### src/hw/rtl/frl_pkg.sv
`timescale 1ns / 1ps
`default_nettype none
package frl_pkg;

	// Default number of fraction bits of the vector components.
	localparam int VEC_FRAC_BITS_DEF = 14;

	// One in Q1.15.
	localparam logic [15:0] Q15_ONE = 16'd32768;

	// Number of result bits produced by the square root and the dividers.
	localparam int ROOT_BITS = 16;
	localparam int QUO_BITS  = 16;

	// Job handed from the front end to the back end through the queue.
	typedef struct packed {
		logic [15:0] cos1;
		logic [15:0] cos2;
		logic [15:0] n1;
		logic [15:0] n2;
		logic        cos_clamped;
		logic        total_internal;
	} frl_job_t;

endpackage
`default_nettype wire

### src/hw/rtl/frl_queue.sv
`timescale 1ns / 1ps
`default_nettype none
module frl_queue import frl_pkg::*; #(
	parameter int DEPTH = 4
) (
	input  wire logic      clk,
	input  wire logic      arst_n,
	input  wire logic      push_valid,
	output logic           push_ready,
	input  wire frl_job_t  push_job,
	output logic           pop_valid,
	input  wire logic      pop_ready,
	output frl_job_t       pop_job
);

	localparam int AW = (DEPTH > 1) ? $clog2(DEPTH) : 1;

	frl_job_t        mem_q [0:DEPTH-1];
	logic [AW-1:0]   wr_ptr_q, rd_ptr_q;
	logic [AW:0]     count_q;
	logic            push, pop;

	assign push_ready = count_q != (AW+1)'(DEPTH);
	assign pop_valid  = count_q != '0;
	assign push       = push_valid && push_ready;
	assign pop        = pop_valid && pop_ready;
	assign pop_job    = mem_q[rd_ptr_q];

	// Pointers and fill count.
	always_ff @(posedge clk or negedge arst_n) begin
		if (!arst_n) begin
			wr_ptr_q <= '0;
			rd_ptr_q <= '0;
			count_q  <= '0;
		end else begin
			if (push) wr_ptr_q <= (wr_ptr_q == AW'(DEPTH - 1)) ? '0 : wr_ptr_q + 1'b1;
			if (pop)  rd_ptr_q <= (rd_ptr_q == AW'(DEPTH - 1)) ? '0 : rd_ptr_q + 1'b1;
			if (push && !pop)      count_q <= count_q + 1'b1;
			else if (pop && !push) count_q <= count_q - 1'b1;
		end
	end

	// Storage.
	always_ff @(posedge clk) begin
		if (push) mem_q[wr_ptr_q] <= push_job;
	end

	a_count_range: assert property (@(posedge clk) disable iff (!arst_n)
		count_q <= (AW+1)'(DEPTH))
		else $error("queue fill count beyond depth");

endmodule
`default_nettype wire

### config.mk
export PLATFORM = sky130hd
export DESIGN_NAME = frl_queue
export DESIGN_NICKNAME = d
export VERILOG_FILES = /design/src/hw/rtl/frl_pkg.sv /design/src/hw/rtl/frl_queue.sv
export SDC_FILE = /design/constraint.sdc
export NUM_CORES = 1
export LEC_CHECK = 0
export ABC_AREA = 0
export BUFFER_PORTS_ARGS = -buffer_cell sky130_fd_sc_hd__buf_2
export CAP_MARGIN = 20
export CORE_MARGIN = 2
export CORE_UTILIZATION = 55
export DETAILED_ROUTE_END_ITERATION = 10
export HOLD_SLACK_MARGIN = 0.12
export PLACE_DENSITY = 0.88
export SLEW_MARGIN = 5
export SYNTH_ARGS = -nofsm -noshare
export SYNTH_HDL_FRONTEND = slang
export SYNTH_SLANG_ARGS = --single-unit
### constraint.sdc
create_clock -name clk -period 4.8 [get_ports clk]
set_clock_uncertainty 0.15 [all_clocks]
set_input_delay 0.48 -clock clk [delete_from_list [all_inputs] [get_ports clk]]
set_output_delay 0.48 -clock clk [all_outputs]
set_load 0.03 [all_outputs]
==> results.tsv <==
metric	value	unit
status	complete, no violations	
startpoint_type	register	
initial_core_util	55.7	%
ir_worst_vdd	476	uV
synth_seq_area_share	81.3	%
drc	0	
period_needed	3170	ps
cts_htree_levels	1	
critical_path_required	4170	ps
drtIter0Drc	251	
io_pins	138	
yosys_warnings	0	
antenna_cells	0	
grt_pass1_vias	5225	
drive_gt1_share	40.9	%
grt_max_degree	69	
yosys_register_bits	271	
r2r_setup_slack	2270	ps
cts-resized-gates	0	
numCtsBuffers	26	
grt_pass1_wl	28500	um
firstDrtPassIters	4	
die_h	139	um
vias	4673	
final_hold_viol_count	0	
grt_antenna_before_repair	0	
period_share	66.0	%
syn_to_final_growth	23.7	%
syn-num-nets	459	
rows	49	
drv_slew	0	
clk_latency	500	ps
synth_area	0.00997	mm^2
cp_max_fo	39	
path_class	reg -> out	
clock.fmax	316	MHz
critPathCaptureType	output port	
tns	0	ps
wire_per_inst	21.6	um
maxSlewHeadroom	31.6	%
grt-ovfl-total	0	
clock-root-buffer	clkbuf_16	
slowest_delay	850	ps
dieArea	0.0192	mm^2
rsz0062_at_grt	false	
cts_tree	done	
io_buffers	137	
cpMaxStageDelayCell	dfrtp_4	
power_density	642	mW/mm^2
p_leak	4.27	nW
fin_area	0.0123	mm^2
grt_util_all_layers	19.1	%
viasPerCell	5.51	
tightestPinTransition	1030	ps
hpwl	9730	um
cts_setup_buffers	0	
dpl_cell_area	0.0108	mm^2
routed_wl	18300	um
setup_viol	0	
clockBufferDepth	3	
globalplace.congestion	0.676	
nFillCells	1084	
synth_top_area_cell	edfxtp_1	
maxCapViolCount	0	
syn_inst	382	
core_area	0.0179	mm^2
avgSynthCellArea	26.1	um^2
ys_types	19	
nNetsFinal	677	
cts.clk_slew.worst_paths	60	ps
die_width	139	um
synth_top_area_share	79.5	%
antenna_left	0	
synthTopCellsByArea	edfxtp_1 79%, mux4_2 15%, dfrtp_1 1.8%	
layout_common_cells	264 x edfxtp_1, 137 x buf_2, 67 x dlygate4sd3_1	
final_common_cell	edfxtp_1	
cts.sinks	271	
worstHoldPathType	in -> async	
critPathArrivalTime	2540	ps
crit_chain	buf_12 -> mux4_2 -> buf_2	
==> Yosys cell counts, drive strengths merged <==
cell type,n
mux4,66
inv,3
buf,15
and2,4
or3,1
mux2,5
a21boi,1
edfxtp,264
nor2,4
nand2,2
dfrtp,7
xor2,2
xnor2,1
ha,6
fa,1
==> cell type report <==
cell class                 instances  area [um^2]  share of cell area [%]
multi-input combinational         93         1740                    14.1
inverter                           3         11.3                  0.0913
timing repair buffer             205         1380                    11.2
sequential                       271         8110                    65.7
clock buffer                      32          694                    5.63
clock inverter                    15          123                   0.994
tap                              229          287                    2.32
==> per-stage QoR <==
stage / std cells / worst slack, ps / power (W) / hold slack, ps / util (%)
after floorplan: 382 / 1790 / 0.00534 / 34.4 / -
after global placement: 734 / 2100 / 0.00592 / 166 / 60.6
after detailed placement: 734 / 2100 / 0.00601 / 172 / 60.6
after CTS: 848 / 1530 / 0.00800 / 162 / 68.9
after global routing: 848 / 1440 / 0.00825 / 195 / 68.9
final: 848 / 1630 / 0.00792 / 187 / 68.9
==> what timing repair did <==
| action | CTS | global route |
|---|---|---|
| endpoints found under the hold margin | 271 | 0 |
| hold buffers | 67 | 0 |
| endpoints found under the setup margin | 0 | 0 |
==> final timing paths <==
kind                                    startpoint                      end  cells after the start
max                        rd_ptr_q[0]$_DFFE_PN0P_              pop_job[57]                      3
min                                         arst_n   count_q[2]$_DFFE_PN0P_                      2
max reg2reg                 count_q[1]$_DFFE_PN0P_   mem_q[2][27]$_DFFE_PP_                      3
min reg2reg                 count_q[2]$_DFFE_PN0P_   count_q[2]$_DFFE_PN0P_                      1
max in group asynchronous                   arst_n  rd_ptr_q[0]$_DFFE_PN0P_                      2
min in group clk                         pop_ready  rd_ptr_q[1]$_DFFE_PN0P_                      3
==> per-layer routing <==
metal,global-route usage [%],vias to the layer above,routed length [um]
met1,24.6,2437,7220
met4,4.15,0,162
met5,0,-,0
met2,34.5,149,9900
met3,3.52,19,1000
li1,-,2068,-
==> power by group <==
part           total, W  switching, W  leakage [nW]  internal [W]
Sequential      0.00346      0.000323          2.50       0.00314
Combinational   0.00251       0.00152          1.37      0.000987
Clock           0.00194      0.000812         0.405       0.00113
Total           0.00792       0.00266          4.27       0.00526
==> sequential cells by signal, indices dropped and copies added, names as in the netlist <==
name and flops:
rd_ptr_q 2, mem_q 264, wr_ptr_q 2, count_q 3
==> kinds of logic after synthesis <==
| group | count (synthesis) | synth area share [%] |
|---|---|---|
| compound gates | 1 | 0.0753 |
| xor+xnor | 3 | 0.264 |
| buf+inv | 18 | 1.44 |
| simple gates | 11 | 0.540 |
| fa+ha+maj | 7 | 0.954 |
| flops | 271 | 81.3 |
| mux | 71 | 15.5 |
==> worst max-delay path, delay by kind of cell, from the launching register on <==
kind	cells	cell delay, ps
flip-flops	1	850
buffers and inverters	2	580
multiplexers	1	570
Note: power is estimated with default switching activity, not from simulation.
