**src/hw/rtl/frl_pkg.sv**
```systemverilog
`timescale 1ns / 1ps
`default_nettype none
package frl_pkg;

	// Default number of fraction bits of the vector components.
	localparam int VEC_FRAC_BITS_DEF = 14;

	// One in Q1.15.
	localparam logic [15:0] Q15_ONE = 16'd32768;

	// Number of result bits produced by the square root and the dividers.
	localparam int ROOT_BITS = 16;
	localparam int QUO_BITS  = 16;

	// Job handed from the front end to the back end through the queue.
	typedef struct packed {
		logic [15:0] cos1;
		logic [15:0] cos2;
		logic [15:0] n1;
		logic [15:0] n2;
		logic        cos_clamped;
		logic        total_internal;
	} frl_job_t;

endpackage
`default_nettype wire

```
**src/hw/rtl/frl_if.sv**
```systemverilog
`timescale 1ns / 1ps
`default_nettype none
// Hit channel: one ray-surface hit per transaction.
interface frl_hit_if;
	logic               valid;
	logic               ready;
	logic signed [15:0] dir_x;
	logic signed [15:0] dir_y;
	logic signed [15:0] dir_z;
	logic signed [15:0] norm_x;
	logic signed [15:0] norm_y;
	logic signed [15:0] norm_z;
	logic        [15:0] sin2_sq;
	logic        [15:0] index_in;
	logic        [15:0] index_out;

	modport source (output valid, dir_x, dir_y, dir_z, norm_x, norm_y, norm_z,
		sin2_sq, index_in, index_out, input ready);
	modport sink (input valid, dir_x, dir_y, dir_z, norm_x, norm_y, norm_z,
		sin2_sq, index_in, index_out, output ready);
endinterface

`default_nettype wire

```
**src/hw/rtl/frl_front.sv**
```systemverilog
`timescale 1ns / 1ps
`default_nettype none
module frl_front import frl_pkg::*; #(
	parameter int VEC_FRAC_BITS = VEC_FRAC_BITS_DEF
) (
	input  wire logic     clk,
	input  wire logic     arst_n,
	frl_hit_if.sink       hit,
	output logic          job_valid,
	input  wire logic     job_ready,
	output frl_job_t      job
);

	localparam int SH = 2 * VEC_FRAC_BITS - 15;
	localparam int MW = (2 * VEC_FRAC_BITS + 1 > 34) ? 2 * VEC_FRAC_BITS + 1 : 34;
	localparam logic [MW-1:0] DOT_ONE = MW'(1) << (2 * VEC_FRAC_BITS);

	logic en;

	// Stage 1: component products and sine saturation.
	logic signed [31:0] px_s1, py_s1, pz_s1;
	logic        [15:0] s2_s1, n1_s1, n2_s1;
	logic               tir_s1, v_s1;

	// Stage 2 combinational terms: dot product and its magnitude.
	logic signed [33:0] dot_c;
	logic        [33:0] mag_c;
	logic      [MW-1:0] mag_ext_c;

	// Square root stages, one result bit each; index 0 is stage 2, which holds
	// cos1, the flags and the radicand.
	logic [31:0] sq_rem_s  [0:ROOT_BITS];
	logic [15:0] sq_root_s [0:ROOT_BITS];
	frl_job_t    sq_job_s  [0:ROOT_BITS];
	logic        sq_v_s    [0:ROOT_BITS];
	logic [31:0] sq_inc_c  [0:ROOT_BITS-1];
	logic        sq_take_c [0:ROOT_BITS-1];

	// The whole chain moves whenever its last stage can empty.
	assign en        = !sq_v_s[ROOT_BITS] || job_ready;
	assign hit.ready = en;

	always_comb begin
		dot_c     = 34'(px_s1) + 34'(py_s1) + 34'(pz_s1);
		mag_c     = dot_c[33] ? 34'(-dot_c) : 34'(dot_c);
		mag_ext_c = MW'(mag_c);
	end

	// Trial increment (root + 2^b)^2 - root^2 for each result bit.
	always_comb begin
		for (int k = 0; k < ROOT_BITS; k++) begin
			sq_inc_c[k]  = (32'(sq_root_s[k]) << (ROOT_BITS - k))
				+ (32'd1 << (2 * (ROOT_BITS - 1 - k)));
			sq_take_c[k] = sq_rem_s[k] >= sq_inc_c[k];
		end
	end

	// Valid bits.
	always_ff @(posedge clk or negedge arst_n) begin
		if (!arst_n) begin
			v_s1 <= 1'b0;
			for (int k = 0; k <= ROOT_BITS; k++) sq_v_s[k] <= 1'b0;
		end else if (en) begin
			v_s1      <= hit.valid;
			sq_v_s[0] <= v_s1;
			for (int k = 1; k <= ROOT_BITS; k++) sq_v_s[k] <= sq_v_s[k-1];
		end
	end

	// Payload registers.
	always_ff @(posedge clk) begin
		if (en) begin
			px_s1  <= 32'(hit.dir_x) * 32'(hit.norm_x);
			py_s1  <= 32'(hit.dir_y) * 32'(hit.norm_y);
			pz_s1  <= 32'(hit.dir_z) * 32'(hit.norm_z);
			tir_s1 <= hit.sin2_sq > Q15_ONE;
			s2_s1  <= (hit.sin2_sq > Q15_ONE) ? Q15_ONE : hit.sin2_sq;
			n1_s1  <= hit.index_in;
			n2_s1  <= hit.index_out;

			// Stage 2 feeds the first root step.
			sq_job_s[0].cos_clamped    <= mag_ext_c > DOT_ONE;
			sq_job_s[0].cos1           <= (mag_ext_c > DOT_ONE) ? Q15_ONE
				: 16'(mag_ext_c >> SH);
			sq_job_s[0].cos2           <= '0;
			sq_job_s[0].total_internal <= tir_s1;
			sq_job_s[0].n1             <= n1_s1;
			sq_job_s[0].n2             <= n2_s1;
			sq_rem_s[0]                <= 32'(Q15_ONE - s2_s1) << 15;
			sq_root_s[0]               <= '0;

			for (int k = 0; k < ROOT_BITS; k++) begin
				sq_rem_s[k+1]  <= sq_take_c[k] ? sq_rem_s[k] - sq_inc_c[k] : sq_rem_s[k];
				sq_root_s[k+1] <= sq_take_c[k]
					? (sq_root_s[k] | (16'd1 << (ROOT_BITS - 1 - k))) : sq_root_s[k];
				sq_job_s[k+1]  <= sq_job_s[k];
			end
		end
	end

	always_comb begin
		job      = sq_job_s[ROOT_BITS];
		job.cos2 = sq_root_s[ROOT_BITS];
	end
	assign job_valid = sq_v_s[ROOT_BITS];

	// A saturated cosine is exactly one.
	a_clamp_one: assert property (@(posedge clk) disable iff (!arst_n)
		job_valid && job.cos_clamped |-> job.cos1 == Q15_ONE)
		else $error("clamped cos1 is not one");

	// Total internal reflection leaves no transmitted cosine.
	a_tir_zero: assert property (@(posedge clk) disable iff (!arst_n)
		job_valid && job.total_internal |-> job.cos2 == 16'd0)
		else $error("cos2 not zero under total internal reflection");

endmodule
`default_nettype wire

```
**src/flat_wrapper.sv**
```systemverilog
// flat-port wrapper written by rule: the top's interface ports become plain ports
module frl_front_flat import frl_pkg::*;
#(
	parameter int VEC_FRAC_BITS = VEC_FRAC_BITS_DEF
)
  (clk, arst_n, job_valid, job_ready, job, hit_valid, hit_dir_x, hit_dir_y, hit_dir_z, hit_norm_x, hit_norm_y, hit_norm_z, hit_sin2_sq, hit_index_in, hit_index_out, hit_ready);
  frl_hit_if hit_i ();
  input  wire logic clk;
  input  wire logic arst_n;
  output logic job_valid;
  input  wire logic job_ready;
  output frl_job_t job;
  input wire logic [$bits(hit_i.valid)-1:0] hit_valid;
  input wire logic [$bits(hit_i.dir_x)-1:0] hit_dir_x;
  input wire logic [$bits(hit_i.dir_y)-1:0] hit_dir_y;
  input wire logic [$bits(hit_i.dir_z)-1:0] hit_dir_z;
  input wire logic [$bits(hit_i.norm_x)-1:0] hit_norm_x;
  input wire logic [$bits(hit_i.norm_y)-1:0] hit_norm_y;
  input wire logic [$bits(hit_i.norm_z)-1:0] hit_norm_z;
  input wire logic [$bits(hit_i.sin2_sq)-1:0] hit_sin2_sq;
  input wire logic [$bits(hit_i.index_in)-1:0] hit_index_in;
  input wire logic [$bits(hit_i.index_out)-1:0] hit_index_out;
  output wire logic [$bits(hit_i.ready)-1:0] hit_ready;
  assign hit_i.valid = hit_valid;
  assign hit_i.dir_x = hit_dir_x;
  assign hit_i.dir_y = hit_dir_y;
  assign hit_i.dir_z = hit_dir_z;
  assign hit_i.norm_x = hit_norm_x;
  assign hit_i.norm_y = hit_norm_y;
  assign hit_i.norm_z = hit_norm_z;
  assign hit_i.sin2_sq = hit_sin2_sq;
  assign hit_i.index_in = hit_index_in;
  assign hit_i.index_out = hit_index_out;
  assign hit_ready = hit_i.ready;
  frl_front #(.VEC_FRAC_BITS(VEC_FRAC_BITS)) u_core (.clk(clk), .arst_n(arst_n), .hit(hit_i), .job_valid(job_valid), .job_ready(job_ready), .job(job));
endmodule
```
**config.mk**
```make
export PLATFORM = sky130hd
export DESIGN_NAME = frl_front_flat
export DESIGN_NICKNAME = d
export VERILOG_FILES = /design/src/hw/rtl/frl_pkg.sv /design/src/hw/rtl/frl_if.sv /design/src/hw/rtl/frl_front.sv /design/src/flat_wrapper.sv
export SDC_FILE = /design/constraint.sdc
export NUM_CORES = 2
export LEC_CHECK = 0
export BUFFER_PORTS_ARGS = -buffer_cell sky130_fd_sc_hd__buf_2
export CAP_MARGIN = 5
export CELL_PAD_IN_SITES_DETAIL_PLACEMENT = 1
export CELL_PAD_IN_SITES_GLOBAL_PLACEMENT = 1
export CORE_MARGIN = 2
export CORE_UTILIZATION = 53
export DETAILED_ROUTE_END_ITERATION = 10
export PLACE_DENSITY_LB_ADDON = 0.1
export SYNTH_ARGS = -nofsm -noshare
export SYNTH_HDL_FRONTEND = slang
export SYNTH_SLANG_ARGS = --single-unit
```
**constraint.sdc**
```tcl
create_clock -name clk -period 95.6 [get_ports clk]
set_clock_uncertainty 0.15 [all_clocks]
set_input_delay 23.9 -clock clk [delete_from_list [all_inputs] [get_ports clk]]
set_output_delay 23.9 -clock clk [all_outputs]
set_load 0.01 [all_outputs]
```
==> metrics.csv <==
stage,metric,value,unit
outcome,outcome,"finished, final reports clean",
drt,Pre-antenna DRT Iters,5,
synth,yosys warns,0,
critical_path,CP required,71.55,ns
global_routing,first-pass GRT wire length,275400,um
finish,post-route cell area,0.09429,sq mm
critical_path,CP top delay family,simple AND/OR/NAND/NOR gates,
clock_tree,Clock Latency Late Sink,0.78,ns
synth,post-synth net total,8041,
drt,DR WL/cell,18.19,um
critical_path,worst path cell trace,buf_2 -> nand2b_4 -> buf_2,
floorplan,die height,407.8,um
global_routing,total track usage,20.65,%
drt,DR vias,47960,
finish,"Core Util, Final",58.06,%
synth,#FFs+latches synth,1464,
critical_path,CP bufs+invs,2,
sta,Final period util,50.99,%
finish,"commonest non-fill, non-tap cell in the layout",edfxtp_1,
finish,Fill cells,16120,
placement,Placed Area,0.08946,sq mm
critical_path,"Max FO, Critical Path",30,
clock_tree,CTS Buf Count,150,
floorplan,die width,407.8,um
placement,Final HPWL DP,125700,um
sta,Final Hold Viols,0,
critical_path,Crit. End Element,output pin,
floorplan,Site Rows,148,
clock_tree,clk slew on worst S/H paths,0.06,ns
sta,worst slew pin tran,1.059,ns
floorplan,Initial Utilization,53.20,%
drt,DRT iter0 DRCs,2212,
floorplan,Ports,216,
global_routing,antenna violations before repair,3,
global_routing,largest net degree at the start of global routing,205,
global_routing,GR Overflow Total,0,
placement,global placement routability congestion,0.8480,
synth,"Async S/R FF share, synth",1.230,%
synth,syn_area_per_cell,12.97,sq um
synth,sequential fraction of the synthesis area,50.78,%
drt,post-route DRC violation count,0,
critical_path,crit path kind,input pin to output pin,
clock_tree,CTS tree,yes,
clock_tree,CTS Buffer Depth,3,
sta,TNS Setup,0,ns
sta,setup violators final,0,
placement,number of port buffers,215,
finish,Layout area overhead,9.129,%
drt,Post-DRT Antenna Nets,0,
synth,Mapped Area,0.08640,sq mm
finish,nets,8231,
drt,final WL,166300,um
clock_tree,cts hold-fix bufs,0,
floorplan,full die area,0.1663,sq mm
sta,unrepaired setup endpoints after global routing,false,
global_routing,number of global-route vias before repair,53300,
clock_tree,CTS Sinks,1464,
synth,"Top FF cell, synth",edfxtp_1,
sta,Final Max Tran Viols,0,
job,Max Cap Viol,0,
clock_tree,Root Driver,clkbuf_16,
critical_path,critical path's largest stage delay,0.40,ns
synth,number of flops mapped to enable cells by yosys,1446,
min_path,hold crit path type,flip-flop to flip-flop,
sta,slew margin rel.,29.43,%
critical_path,"slowest stage cell, crit path",nand2b_4,
critical_path,CP arrival,24.69,ns
clock_tree,post_cts resized,0,
critical_path,Startpoint Class,input pin,
synth,synthesized instance count,6660,
finish,share of cells above drive strength 1,7.639,%
sta,final worst path period need,48.74,ns
drt,Via density,5.246,
critical_path,cell mode on critical path,buf_2,
clock_tree,Post-CTS Setup Bufs,0,
floorplan,Core ar.,0.1624,sq mm
clock_tree,htree depth,4,
synth,Yosys cell types,93,
sta,f_max,20.52,MHz
finish,most frequent cells in the layout,"edfxtp_1, inv_1, fa_1, nand2_1, ha_1",
routing by layer:
metal	global-route usage [%]	wire (um)	vias up
met5	0	11	-
met4	5.939	4198	2
met3	2.800	5279	257
met2	37.72	87710	709
met1	25.52	69090	24500
li1	-	-	22490
synthesized netlist by cell type, types with 51 or more instances:
cell type	n	area share, %
nor2_1	240	1.0
ha_1	407	5.9
clkbuf_1	135	0.59
xor2_1	113	1.1
and2_1	381	2.8
nor2b_1	57	0.41
inv_1	1128	4.9
edfxtp_1	1446	50
o21a_1	51	0.44
fa_1	826	19
o21ai_0	153	0.89
o21bai_1	52	0.45
a21oi_1	200	1.2
nand2_1	516	2.2
xnor2_1	213	2.2
a21o_1	61	0.53
nor3_1	101	0.59
nand2b_1	61	0.44
worst register-to-register path: cells and delay by family, from the launching register on:
family,cells,cell delay (ns)
AOI/OAI and AO/OA,7,2.03
adders and majority gates,3,1.24
DFF,1,0.50
muxes,1,0.27
and+or+nand+nor,5,1.76
registers in the layout, summed over array words and instances (netlist names):
register	count
u_core.v_s1	1
u_core.sq_rem_s	315
u_core.s2_s1	16
u_core.sq_job_s	850
u_core.px_s1	32
u_core.job_valid	1
u_core.n1_s1	16
u_core.sq_v_s	16
u_core.n2_s1	16
u_core.py_s1	32
u_core.pz_s1	32
u_core.sq_root_s	136
u_core.tir_s1	1
cell families after synthesis:
group           Yosys count  synth area share (%)
xor+xnor                327                 3.323
fa+ha+maj              1233                 25.03
buf+inv                1326                 6.007
flops                  1464                 50.78
simple gates           1599                 9.359
compound gates          678                 5.083
mux                      33                0.4214
final timing paths:
path                                          from                      end  slack [ns]  cells after the start
hold / removal             u_core.sq_job_s[0][260]  u_core.sq_job_s[0][326]        0.23                      0
setup reg to reg                   u_core.px_s1[1]   u_core.sq_job_s[0][51]       89.40                     16
setup / recovery                         job_ready                hit_ready       46.86                      3
min in group asynchronous                   arst_n         u_core.sq_v_s[1]       22.89                      1
hold reg to reg            u_core.sq_job_s[0][260]  u_core.sq_job_s[0][326]        0.23                      0
max in group asynchronous                   arst_n        u_core.sq_v_s[10]       72.12                      1
metrics by stage:
stage / setup WS, ns / instances / hold WS [ns]
finish: 46.86 / 9142 / 0.2325
global route: 46.72 / 9141 / 0.2357
CTS: 46.76 / 9139 / 0.2378
detailed placement: 46.77 / 8873 / 0.2552
global placement: 46.79 / 8873 / 0.2503
floorplan: 8.103 / 6660 / 0.2503
area by class of cell:
| cell class | count | area [sq um] | share of cell area, % |
|---|---|---|---|
| flip-flops and latches | 1464 | 43870 | 46.53 |
| inverters | 1128 | 4234 | 4.490 |
| diodes | 3 | 7.507 | 0.007962 |
| multi-input cells | 3870 | 37360 | 39.62 |
| clock buffers | 188 | 3928 | 4.165 |
| well taps | 2175 | 2721 | 2.886 |
| repair buffers | 236 | 1271 | 1.348 |
| clock inverters | 78 | 898.4 | 0.9527 |
Power is left out: the tool's default activity adds up to more than one toggle a clock period on the data nets, which glitch-free logic cannot reach.
